File: src/assert_macros.svh
// assertion macros for the serial flash command engine
// needs a clock named clk and a synchronous reset named rst in the using scope
`ifndef ASSERT_MACROS_SVH
`define ASSERT_MACROS_SVH

// property checked at every rising edge of clk outside reset
`define SFCE_ASSERT(label, prop, msg) \
  label: assert property (@(posedge clk) disable iff (rst) (prop)) else $error(msg);

// implication checked at every rising edge of clk outside reset
`define SFCE_ASSERT_IMPL(label, ante, cons, msg) \
  `SFCE_ASSERT(label, (ante) |-> (cons), msg)

`endif

File: src/sfce_pkg.sv
// types, codes and constants of the serial flash command engine
// used by the front, back and top modules of the block, no dependencies
package sfce_pkg;

  localparam int unsigned ADDRESS_BITS = 24;
  localparam int unsigned PAGE_BYTES_DEF = 256;
  localparam int unsigned QUEUE_DEPTH_DEF = 4;
  localparam logic [19:0] POLL_RESET = 20'd500000;

  localparam logic [7:0] CMD_WREN = 8'h06;
  localparam logic [7:0] CMD_RDSR = 8'h05;
  localparam logic [7:0] CMD_PROG = 8'h02;
  localparam logic [7:0] CMD_READ = 8'h03;
  localparam logic [7:0] CMD_ERASE = 8'h20;
  localparam logic [7:0] CMD_RDID = 8'h9F;
  localparam logic [7:0] FILLER = 8'hFF;
  localparam int unsigned BUSY_BIT = 0;

  typedef enum logic [1:0] {
    KIND_START = 2'd0,
    KIND_LOAD  = 2'd1,
    KIND_TICK  = 2'd2
  } kind_code_t;

  typedef enum logic [2:0] {
    OP_RDID  = 3'd0,
    OP_RDSR  = 3'd1,
    OP_WREN  = 3'd2,
    OP_ERASE = 3'd3,
    OP_PROG  = 3'd4,
    OP_READ  = 3'd5
  } op_t;

  typedef enum logic [1:0] {
    ST_OK      = 2'd0,
    ST_TIMEOUT = 2'd1,
    ST_REJECT  = 2'd2
  } status_t;

  typedef enum logic [2:0] {
    CK_NONE,
    CK_START,
    CK_BADOP,
    CK_LOAD,
    CK_TICK
  } cmd_kind_t;

  typedef struct packed {
    logic [1:0]              kind;
    logic [2:0]              op;
    logic [ADDRESS_BITS-1:0] address;
    logic [8:0]              count;
    logic [7:0]              buffer_index;
    logic [7:0]              data_byte;
    logic                    miso;
  } in_item_t;

  typedef struct packed {
    logic       cs_n;
    logic       sclk;
    logic       mosi;
    logic       engine_busy;
    logic       rx_valid;
    logic [7:0] rx_byte;
    logic       rx_last;
    logic       done_res;
    logic [1:0] status;
  } out_item_t;

  typedef struct packed {
    cmd_kind_t               ckind;
    op_t                     op;
    logic [ADDRESS_BITS-1:0] address;
    logic [8:0]              bytes;
    logic                    load_ok;
    logic [7:0]              buffer_index;
    logic [7:0]              data_byte;
    logic                    miso;
  } cmd_t;

endpackage

File: src/sfce_ram.sv
// generic single-write, single-read RAM with registered read data
// no dependencies
module sfce_ram #(
  parameter int unsigned WIDTH = 8,
  parameter int unsigned DEPTH = 256
) (
  input  logic                     clk,
  input  logic                     we,
  input  logic [$clog2(DEPTH)-1:0] waddr,
  input  logic [WIDTH-1:0]         wdata,
  input  logic [$clog2(DEPTH)-1:0] raddr,
  output logic [WIDTH-1:0]         rdata
);

  logic [WIDTH-1:0] mem [DEPTH];

  always_ff @(posedge clk) begin
    if (we) begin
      mem[waddr] <= wdata;
    end
    rdata <= mem[raddr];
  end

endmodule

File: src/sfce_fifo.sv
// small register queue with count-based full and empty
// no dependencies; depth must be a power of two
module sfce_fifo #(
  parameter int unsigned WIDTH = 8,
  parameter int unsigned DEPTH = 4
) (
  input  logic             clk,
  input  logic             rst,
  input  logic             push,
  input  logic [WIDTH-1:0] wdata,
  output logic             full,
  input  logic             pop,
  output logic [WIDTH-1:0] rdata,
  output logic             empty
);

  localparam int unsigned AW = $clog2(DEPTH);

  logic [WIDTH-1:0] mem [DEPTH];
  logic [AW-1:0]    wptr;
  logic [AW-1:0]    rptr;
  logic [AW:0]      count;
  logic             do_push;
  logic             do_pop;

  assign full    = (count == (AW+1)'(DEPTH));
  assign empty   = (count == '0);
  assign rdata   = mem[rptr];
  assign do_push = push && !full;
  assign do_pop  = pop && !empty;

  always_ff @(posedge clk) begin
    if (rst) begin
      wptr  <= '0;
      rptr  <= '0;
      count <= '0;
    end else begin
      if (do_push) begin
        wptr <= wptr + 1'b1;
      end
      if (do_pop) begin
        rptr <= rptr + 1'b1;
      end
      if (do_push && !do_pop) begin
        count <= count + 1'b1;
      end else if (do_pop && !do_push) begin
        count <= count - 1'b1;
      end
    end
  end

  always_ff @(posedge clk) begin
    if (do_push) begin
      mem[wptr] <= wdata;
    end
  end

endmodule

File: src/sfce_front.sv
// front end: classifies incoming transactions and queues them for the back end
// depends on sfce_pkg and sfce_fifo
module sfce_front #(
  parameter int unsigned PAGE_BYTES  = sfce_pkg::PAGE_BYTES_DEF,
  parameter int unsigned QUEUE_DEPTH = sfce_pkg::QUEUE_DEPTH_DEF
) (
  input  logic              clk,
  input  logic              rst,
  input  logic              push,
  input  sfce_pkg::in_item_t item,
  output logic              full,
  input  logic              cmd_pop,
  output sfce_pkg::cmd_t    cmd,
  output logic              cmd_empty
);

  sfce_pkg::cmd_t cls;
  logic [$bits(sfce_pkg::cmd_t)-1:0] cmd_bits;

  always_comb begin
    cls.ckind        = sfce_pkg::CK_NONE;
    cls.op           = sfce_pkg::op_t'(item.op);
    cls.address      = item.address;
    cls.bytes        = '0;
    cls.load_ok      = (9'(item.buffer_index) < 9'(PAGE_BYTES));
    cls.buffer_index = item.buffer_index;
    cls.data_byte    = item.data_byte;
    cls.miso         = item.miso;
    case (item.kind)
      sfce_pkg::KIND_START: begin
        cls.ckind = (item.op > sfce_pkg::OP_READ) ? sfce_pkg::CK_BADOP : sfce_pkg::CK_START;
      end
      sfce_pkg::KIND_LOAD: cls.ckind = sfce_pkg::CK_LOAD;
      sfce_pkg::KIND_TICK: cls.ckind = sfce_pkg::CK_TICK;
      default:             cls.ckind = sfce_pkg::CK_NONE;
    endcase
    if (item.op == sfce_pkg::OP_PROG) begin
      cls.bytes = (item.count > 9'(PAGE_BYTES)) ? 9'(PAGE_BYTES) : item.count;
    end else if (item.op == sfce_pkg::OP_READ) begin
      cls.bytes = (item.count > 9'd256) ? 9'd256 : item.count;
    end
  end

  sfce_fifo #(
    .WIDTH($bits(sfce_pkg::cmd_t)),
    .DEPTH(QUEUE_DEPTH)
  ) u_queue (
    .clk  (clk),
    .rst  (rst),
    .push (push),
    .wdata(cls),
    .full (full),
    .pop  (cmd_pop),
    .rdata(cmd_bits),
    .empty(cmd_empty)
  );

  assign cmd = sfce_pkg::cmd_t'(cmd_bits);

endmodule

File: src/sfce_back.sv
// back end: runs the serial frame sequencer, one queued transaction per cycle in which go is high
// depends on sfce_pkg and sfce_ram
module sfce_back #(
  parameter int unsigned PAGE_BYTES = sfce_pkg::PAGE_BYTES_DEF
) (
  input  logic                clk,
  input  logic                rst,
  input  logic                go,
  input  sfce_pkg::cmd_t      cmd,
  input  logic [19:0]         poll_limit,
  output sfce_pkg::out_item_t res
);

  localparam int unsigned AW = $clog2(PAGE_BYTES);

  typedef enum logic [1:0] {
    PH_IDLE,
    PH_WREN,
    PH_MAIN,
    PH_POLL
  } phase_t;

  phase_t      phase, phase_next;
  logic        gap, gap_next;
  sfce_pkg::op_t cur_op, cur_op_next;
  logic [sfce_pkg::ADDRESS_BITS-1:0] op_address, op_address_next;
  logic [8:0]  bytes_left, bytes_left_next;
  logic [8:0]  byte_index, byte_index_next;
  logic [7:0]  tx_shift, tx_shift_next;
  logic [7:0]  rx_shift, rx_shift_next;
  logic [3:0]  bit_count, bit_count_next;
  logic        clock_level, clock_level_next;
  logic [19:0] poll_count, poll_count_next;
  logic        cs_n, cs_n_next;
  logic        sclk, sclk_next;
  logic        mosi, mosi_next;

  logic        busy;
  logic        ram_we;
  logic [7:0]  ram_rdata;
  logic [8:0]  ram_index;
  logic [8:0]  len;
  logic [8:0]  bi_inc;
  logic [7:0]  fbyte;
  logic [7:0]  tx_cur;
  logic [7:0]  rx_new;
  logic        rx_hit;

  assign busy = (phase != PH_IDLE);
  assign ram_we = go && (cmd.ckind == sfce_pkg::CK_LOAD) && !busy && cmd.load_ok;
  assign ram_index = byte_index_next - 9'd4;
  assign bi_inc = byte_index + 9'd1;
  assign rx_new = {rx_shift[6:0], cmd.miso};

  sfce_ram #(
    .WIDTH(8),
    .DEPTH(PAGE_BYTES)
  ) u_page (
    .clk  (clk),
    .we   (ram_we),
    .waddr(cmd.buffer_index[AW-1:0]),
    .wdata(cmd.data_byte),
    .raddr(ram_index[AW-1:0]),
    .rdata(ram_rdata)
  );

  always_comb begin
    if (phase == PH_WREN) begin
      len = 9'd1;
    end else if (phase == PH_POLL) begin
      len = 9'd2;
    end else begin
      case (cur_op)
        sfce_pkg::OP_RDID:  len = 9'd4;
        sfce_pkg::OP_RDSR:  len = 9'd2;
        sfce_pkg::OP_WREN:  len = 9'd1;
        sfce_pkg::OP_ERASE: len = 9'd4;
        default:            len = 9'd4 + bytes_left;
      endcase
    end
  end

  always_comb begin
    fbyte = sfce_pkg::FILLER;
    if (phase == PH_WREN) begin
      fbyte = sfce_pkg::CMD_WREN;
    end else if (phase == PH_POLL) begin
      fbyte = (byte_index == '0) ? sfce_pkg::CMD_RDSR : sfce_pkg::FILLER;
    end else if (byte_index == '0) begin
      case (cur_op)
        sfce_pkg::OP_RDID:  fbyte = sfce_pkg::CMD_RDID;
        sfce_pkg::OP_RDSR:  fbyte = sfce_pkg::CMD_RDSR;
        sfce_pkg::OP_WREN:  fbyte = sfce_pkg::CMD_WREN;
        sfce_pkg::OP_ERASE: fbyte = sfce_pkg::CMD_ERASE;
        sfce_pkg::OP_PROG:  fbyte = sfce_pkg::CMD_PROG;
        sfce_pkg::OP_READ:  fbyte = sfce_pkg::CMD_READ;
        default:            fbyte = sfce_pkg::CMD_RDID;
      endcase
    end else if (cur_op >= sfce_pkg::OP_ERASE && byte_index <= 9'd3) begin
      case (byte_index[1:0])
        2'd1:    fbyte = op_address[23:16];
        2'd2:    fbyte = op_address[15:8];
        default: fbyte = op_address[7:0];
      endcase
    end else if (cur_op == sfce_pkg::OP_PROG) begin
      fbyte = ram_rdata;
    end
  end

  assign tx_cur = (bit_count == '0) ? fbyte : tx_shift;

  always_comb begin
    phase_next       = phase;
    gap_next         = gap;
    cur_op_next      = cur_op;
    op_address_next  = op_address;
    bytes_left_next  = bytes_left;
    byte_index_next  = byte_index;
    tx_shift_next    = tx_shift;
    rx_shift_next    = rx_shift;
    bit_count_next   = bit_count;
    clock_level_next = clock_level;
    poll_count_next  = poll_count;
    cs_n_next        = cs_n;
    sclk_next        = sclk;
    mosi_next        = mosi;
    res              = '0;
    rx_hit           = 1'b0;
    if (go) begin
      case (cmd.ckind)
        sfce_pkg::CK_START: begin
          if (busy) begin
            res.status = sfce_pkg::ST_REJECT;
          end else begin
            cur_op_next      = cmd.op;
            op_address_next  = cmd.address;
            bytes_left_next  = cmd.bytes;
            poll_count_next  = '0;
            rx_shift_next    = '0;
            phase_next       = (cmd.op == sfce_pkg::OP_ERASE || cmd.op == sfce_pkg::OP_PROG)
                               ? PH_WREN : PH_MAIN;
            gap_next         = 1'b0;
            byte_index_next  = '0;
            bit_count_next   = '0;
            clock_level_next = 1'b0;
          end
        end
        sfce_pkg::CK_BADOP: res.status = sfce_pkg::ST_REJECT;
        sfce_pkg::CK_LOAD: begin
          if (busy) begin
            res.status = sfce_pkg::ST_REJECT;
          end
        end
        sfce_pkg::CK_TICK: begin
          if (busy && gap) begin
            sclk_next = 1'b0;
            mosi_next = 1'b0;
            if (!clock_level) begin
              cs_n_next        = 1'b0;
              clock_level_next = 1'b1;
            end else begin
              cs_n_next        = 1'b1;
              clock_level_next = 1'b0;
              gap_next         = 1'b0;
              byte_index_next  = '0;
              bit_count_next   = '0;
              if (phase == PH_WREN) begin
                phase_next = PH_MAIN;
              end else if (phase == PH_MAIN) begin
                if (cur_op == sfce_pkg::OP_ERASE || cur_op == sfce_pkg::OP_PROG) begin
                  poll_count_next = '0;
                  phase_next      = PH_POLL;
                end else begin
                  phase_next   = PH_IDLE;
                  res.done_res = 1'b1;
                end
              end else if (!rx_shift[sfce_pkg::BUSY_BIT]) begin
                phase_next   = PH_IDLE;
                res.done_res = 1'b1;
              end else if (poll_count >= poll_limit) begin
                phase_next   = PH_IDLE;
                res.done_res = 1'b1;
                res.status   = sfce_pkg::ST_TIMEOUT;
              end else begin
                poll_count_next = poll_count + 20'd1;
              end
            end
          end else if (busy && !clock_level) begin
            tx_shift_next    = tx_cur;
            cs_n_next        = 1'b0;
            sclk_next        = 1'b0;
            mosi_next        = tx_cur[7];
            clock_level_next = 1'b1;
          end else if (busy) begin
            sclk_next        = 1'b1;
            rx_shift_next    = rx_new;
            tx_shift_next    = {tx_shift[6:0], 1'b0};
            bit_count_next   = bit_count + 4'd1;
            clock_level_next = 1'b0;
            if (bit_count == 4'd7) begin
              bit_count_next = '0;
              if (phase == PH_MAIN) begin
                if (cur_op == sfce_pkg::OP_RDID || cur_op == sfce_pkg::OP_RDSR) begin
                  rx_hit = (byte_index >= 9'd1);
                end else if (cur_op == sfce_pkg::OP_READ) begin
                  rx_hit = (byte_index >= 9'd4);
                end
              end
              if (rx_hit) begin
                res.rx_valid = 1'b1;
                res.rx_byte  = rx_new;
                res.rx_last  = (bi_inc == len);
              end
              byte_index_next = bi_inc;
              if (bi_inc >= len) begin
                gap_next = 1'b1;
              end
            end
          end
        end
        default: ;
      endcase
    end
    res.cs_n        = cs_n_next;
    res.sclk        = sclk_next;
    res.mosi        = mosi_next;
    res.engine_busy = (phase_next != PH_IDLE);
  end

  always_ff @(posedge clk) begin
    if (rst) begin
      phase       <= PH_IDLE;
      gap         <= 1'b0;
      cur_op      <= sfce_pkg::OP_RDID;
      op_address  <= '0;
      bytes_left  <= '0;
      byte_index  <= '0;
      tx_shift    <= '0;
      rx_shift    <= '0;
      bit_count   <= '0;
      clock_level <= 1'b0;
      poll_count  <= '0;
      cs_n        <= 1'b1;
      sclk        <= 1'b0;
      mosi        <= 1'b0;
    end else begin
      phase       <= phase_next;
      gap         <= gap_next;
      cur_op      <= cur_op_next;
      op_address  <= op_address_next;
      bytes_left  <= bytes_left_next;
      byte_index  <= byte_index_next;
      tx_shift    <= tx_shift_next;
      rx_shift    <= rx_shift_next;
      bit_count   <= bit_count_next;
      clock_level <= clock_level_next;
      poll_count  <= poll_count_next;
      cs_n        <= cs_n_next;
      sclk        <= sclk_next;
      mosi        <= mosi_next;
    end
  end

endmodule

File: src/serial_flash_command_engine.sv
// top level of the serial flash command engine: config register, front, back, result queue
// depends on sfce_pkg, sfce_front, sfce_back, sfce_fifo and assert_macros.svh
//
// Mode-0 serial NOR flash master driven by a stream of transactions (start command,
// page buffer load, half-bit tick) with one result per transaction. The block takes
// one transaction per clock as long as the result queue is drained; a transaction is
// held in the input queue, and the sequencer then writes its result straight into the
// result queue, from which it is shown on the result ports. The page buffer is a RAM
// with one registered read port whose address follows the byte counter, so buffered
// program data is ready for the next low half tick. poll_limit is written at address 0;
// the user must write it only while the engine is idle, the block does not enforce it.
`include "assert_macros.svh"

module serial_flash_command_engine #(
  parameter int unsigned PAGE_BYTES  = sfce_pkg::PAGE_BYTES_DEF,
  parameter int unsigned QUEUE_DEPTH = sfce_pkg::QUEUE_DEPTH_DEF
) (
  input  logic                clk,
  input  logic                rst,
  input  logic                push,
  input  sfce_pkg::in_item_t  item,
  output logic                full,
  input  logic                pop,
  output sfce_pkg::out_item_t result,
  output logic                empty,
  input  logic                psel,
  input  logic                penable,
  input  logic                pwrite,
  input  logic [0:0]          paddr,
  input  logic [31:0]         pwdata,
  output logic [31:0]         prdata,
  output logic                pready
);

  logic [19:0]         poll_limit;
  sfce_pkg::cmd_t      cmd;
  logic                cmd_empty;
  logic                cmd_pop;
  logic                res_full;
  sfce_pkg::out_item_t res;
  logic [$bits(sfce_pkg::out_item_t)-1:0] result_bits;

  assign pready = 1'b1;
  assign prdata = {12'd0, poll_limit};

  always_ff @(posedge clk) begin
    if (rst) begin
      poll_limit <= sfce_pkg::POLL_RESET;
    end else if (psel && penable && pwrite && paddr == 1'b0) begin
      poll_limit <= pwdata[19:0];
    end
  end

  sfce_front #(
    .PAGE_BYTES (PAGE_BYTES),
    .QUEUE_DEPTH(QUEUE_DEPTH)
  ) u_front (
    .clk      (clk),
    .rst      (rst),
    .push     (push),
    .item     (item),
    .full     (full),
    .cmd_pop  (cmd_pop),
    .cmd      (cmd),
    .cmd_empty(cmd_empty)
  );

  assign cmd_pop = !cmd_empty && !res_full;

  sfce_back #(
    .PAGE_BYTES(PAGE_BYTES)
  ) u_back (
    .clk       (clk),
    .rst       (rst),
    .go        (cmd_pop),
    .cmd       (cmd),
    .poll_limit(poll_limit),
    .res       (res)
  );

  sfce_fifo #(
    .WIDTH($bits(sfce_pkg::out_item_t)),
    .DEPTH(QUEUE_DEPTH)
  ) u_results (
    .clk  (clk),
    .rst  (rst),
    .push (cmd_pop),
    .wdata(res),
    .full (res_full),
    .pop  (pop),
    .rdata(result_bits),
    .empty(empty)
  );

  assign result = sfce_pkg::out_item_t'(result_bits);

  `SFCE_ASSERT_IMPL(a_done_idle, !empty && result.done_res, !result.engine_busy, "done while busy")
  `SFCE_ASSERT_IMPL(a_rx_high, !empty && result.rx_valid, !result.cs_n && result.sclk, "rx off high half")
  `SFCE_ASSERT_IMPL(a_timeout_done, !empty && result.status == sfce_pkg::ST_TIMEOUT, result.done_res, "timeout without done")
  `SFCE_ASSERT_IMPL(a_rx_zero, !empty && !result.rx_valid, result.rx_byte == 8'd0, "stray rx byte")

endmodule
File: config.mk
export PLATFORM = sky130hd
export DESIGN_NAME = serial_flash_command_engine
export DESIGN_NICKNAME = d
export VERILOG_FILES = /design/src/sfce_pkg.sv /design/src/sfce_ram.sv /design/src/sfce_fifo.sv /design/src/sfce_front.sv /design/src/sfce_back.sv /design/src/serial_flash_command_engine.sv
export VERILOG_INCLUDE_DIRS = /design/src /design/src/src
export SDC_FILE = /design/constraint.sdc
export NUM_CORES = 2
export LEC_CHECK = 0
export ABC_AREA = 1
export BUFFER_PORTS_ARGS = -buffer_cell sky130_fd_sc_hd__buf_2
export CAP_MARGIN = 20
export CORE_MARGIN = 2
export CORE_UTILIZATION = 50
export CTS_CLUSTER_SIZE = 28
export DETAILED_ROUTE_END_ITERATION = 6
export GPL_TIMING_DRIVEN = 0
export PLACE_DENSITY = 0.66
export SYNTH_ARGS = -nofsm -noshare
export SYNTH_HDL_FRONTEND = slang
export SYNTH_HIERARCHICAL = 1
export SYNTH_SLANG_ARGS = --single-unit
File: constraint.sdc
create_clock -name clk -period 13.3 [get_ports clk]
set_input_delay 1.33 -clock clk [delete_from_list [all_inputs] [get_ports clk]]
set_output_delay 1.33 -clock clk [all_outputs]
set_load 0.01 [all_outputs]
==> impl_metrics.json <==
{
  "grt_overflow_total": 0,
  "cp_max_fo": 10,
  "yosysSeqAreaShare": 0.7118,
  "grt_pass1_vias": 72320,
  "die-area_um2": 209100,
  "rsz0062_at_grt": "false",
  "cts_buffers": 277,
  "synth.distinct_cells": 51,
  "endpoint_kind": "flop",
  "final_common_cell": "nand2_1",
  "clk_pin_slew_worst_paths_ps": 60,
  "hp-class": "reg -> reg",
  "crit_path_max_incr_delay_ps": 950,
  "portBuffers": 121,
  "failed_checks": "design-rule violations",
  "fin_nets": 9765,
  "syn-cell-area_um2": 102700,
  "grt_start_max_net_pins": 47,
  "yosys.area.top_type_share": 0.6851,
  "routabilityCongestion": 1.090,
  "min_period_ps": 7667,
  "cap_violations": 0,
  "num-fill-cells": 16870,
  "maxSlewViolCount": 0,
  "clock-root-buffer": "clkbuf_16",
  "antenna_found_initial": 25,
  "routed_wl_um": 403700,
  "slew_headroom": 0.1144,
  "peakVddDrop_mv": 0.1430,
  "pwr_density_cell_nw_per_um2": 175.3,
  "htreeDepth": 5,
  "start_util": 0.5027,
  "synth.avg_cell_area_um2": 11.39,
  "crit_top_cell": "nand2_1",
  "ios": 147,
  "crit_type": "reg -> reg",
  "core_um2": 204400,
  "power.leakage_nw": 42.37,
  "layout_common_cells": "nand2_1 (2,395), edfxtp_1 (2,344), nand3_1 (2,093)",
  "cts-resized-gates": 0,
  "status": "finished, violations left",
  "cts_buffer_depth": 4,
  "arrival_ps": 8420,
  "grtUsageTotal": 0.3765,
  "ant_nets": 0,
  "fin_crit_sh": 0.5765,
  "postCtsHoldBufs": 0,
  "wl_per_cell_um": 32.29,
  "synth_top_area_cell": "edfxtp_1",
  "tns_ps": 0,
  "synth_edf_count": 2344,
  "setup_viol": 0,
  "setup_ws_ps": 5633,
  "viasPerCell": 6.367,
  "crit_chain": "inv_2 -> clkbuf_1 -> o21ai_0 -> o22ai_1 -> inv_1 -> nor3_1 -> nand2_1 -> nand2_2 -> inv_2 -> nor2_4 -> nor2_1 -> a31oi_1 -> nand2_1 -> xor2_1 -> clkbuf_1 -> inv_1 -> clkbuf_1 -> nand3_1 -> nand3_1 -> nand2_1 -> nand2_1 -> nand2_1",
  "ys_dominant_reg_cell": "edfxtp_1",
  "preCtsSetupSlack_ps": 6434,
  "cp_slowest_cell": "clkbuf_1",
  "vias": 79610,
  "drive_gt1_frac": 0.1151,
  "clk-insertion-delay-late_ps": 960,
  "ys_warn_count": 6,
  "dr.pass1.iters": 7,
  "tightestPinTransition_ps": 1328,
  "drt-initial-drc-count": 15590,
  "tritoncts": "done",
  "fmax_mhz": 130.4,
  "syn2layout_area_growth_pct": 14.95,
  "rows": 166,
  "required_ps": 14060,
  "dpl.hpwl_um": 285800,
  "synth-async-reset-ratio": 0,
  "clock_skew_ps": 53.67,
  "start_kind": "flop",
  "cts.sinks": 2481,
  "hold_violations": 0,
  "drc": 41,
  "post-cts-setup-buffer-count": 0,
  "ys_ff_latch": 2481,
  "die_w_um": 457.3,
  "synth_cells": 9022,
  "grt_pass1_wl_um": 548800,
  "die-height_um": 457.3,
  "synth.area.top_cells": "edfxtp_1 (69%), nand3_1 (10%), nand2_1 (8.8%)"
}
==> cell usage after synthesis, types with 4 or more instances <==
master / count
a31oi_1: 4
nor2_1: 667
o22ai_1: 75
nor2_4: 7
nand3_1: 2093
nand2_1: 2395
inv_2: 17
clkbuf_1: 156
ha_1: 48
xor2_1: 18
a22oi_1: 4
o21ai_2: 10
o21ai_1: 22
buf_2: 276
dfxtp_1: 137
nor4_1: 4
nor3_1: 20
inv_1: 210
nand3b_1: 5
buf_6: 37
buf_1: 40
o21ai_0: 201
a21oi_1: 86
buf_4: 71
edfxtp_1: 2344
nand2_2: 7
o211ai_1: 5
nand4_1: 24
nor2_2: 7
==> power by group <==
part,switching [W],total [W],internal [W]
Clock,0.00306,0.00720,0.00414
Sequential,0.0000982,0.00996,0.00986
Combinational,0.00264,0.00354,0.000906
Total,0.00579,0.0207,0.0149
==> worst max-delay path, delay by kind of cell (launching register included) <==
kind,cells,cell delay [ps]
xor gates and xnor gates,1,160
AOI/OAI and AO/OA,3,1150
buffers and inverters,7,2860
and+or+nand+nor,11,2860
DFF,1,390
==> kinds of logic after synthesis <==
family | Yosys count | share of synthesized area
xor+xnor | 20 | 0.001705
compound gates | 421 | 0.02257
simple gates | 5236 | 0.2191
buf+inv | 811 | 0.03847
flops | 2481 | 0.7118
fa+ha+maj | 50 | 0.006236
other cells | 3 | 0.0001096
==> state kept, by name, summed over array words and instances, names as in the netlist, 2 cells and up, named ones only <==
signal	cells
poll_limit	20
u_front/u_queue/rptr	2
u_back/u_page/rdata	8
u_front/u_queue/mem	228
u_back/bytes_left	9
u_back/tx_shift	8
u_results/rptr	2
u_results/count	3
u_results/wptr	2
u_results/mem	68
u_back/phase	2
u_back/byte_index	9
u_front/u_queue/count	3
u_back/bit_count	4
u_back/u_page/mem	2048
u_front/u_queue/wptr	2
u_back/op_address	24
u_back/cur_op	3
u_back/poll_count	20
u_back/rx_shift	7
==> area by class of cell <==
type                    count  area [um2]  area share
diodes                     10       25.02   0.0002119
plain buffers             581        3094     0.02620
clock buffers             345        7441     0.06300
clock inverters           118       837.1    0.007088
inverters                 230       870.8    0.007374
multi-input cells        5744       25870      0.2190
flip-flops and latches   2481       73130      0.6192
well taps                2688        3363     0.02848
repair buffers            305        3472     0.02940
==> path summary, 6_finish.rpt <==
kind	to	from	slack, ps	depth (start not counted)
worst max-delay path	u_back/u_page/rdata[2]	flop	5630	22
worst min-delay path	u_back/rx_shift[6]	u_back/rx_shift[6]	470	2
worst min register to register	u_back/rx_shift[6]	u_back/rx_shift[6]	470	2
worst max register to register	u_back/u_page/rdata[2]	flop	5630	22
==> stage by stage <==
stage                     utilization  instance area (um2)  hold WS (ps)  total power, W  std cells
after floorplan                     -               102800         424.5         0.01216       9036
after global placement         0.5224               106800         456.9         0.01364      11850
after detailed placement       0.5351               109400         458.9         0.01355      11990
after CTS                      0.5756               117600         468.4         0.02061      12450
after global routing           0.5777               118100         500.0         0.02120      12490
final                          0.5779               118100         469.5         0.02070      12500
==> per-layer routing <==
| metal | vias to the layer above | track usage | part of all wire |
|---|---|---|---|
| li1 | 32940 | - | - |
| met2 | 6568 | 0.5142 | 0.41 |
| met5 | - | 0 | 0.00027 |
| met1 | 38930 | 0.5213 | 0.37 |
| met3 | 1150 | 0.1508 | 0.17 |
| met4 | 16 | 0.1827 | 0.056 |
Power figures use the tool's default switching activity.
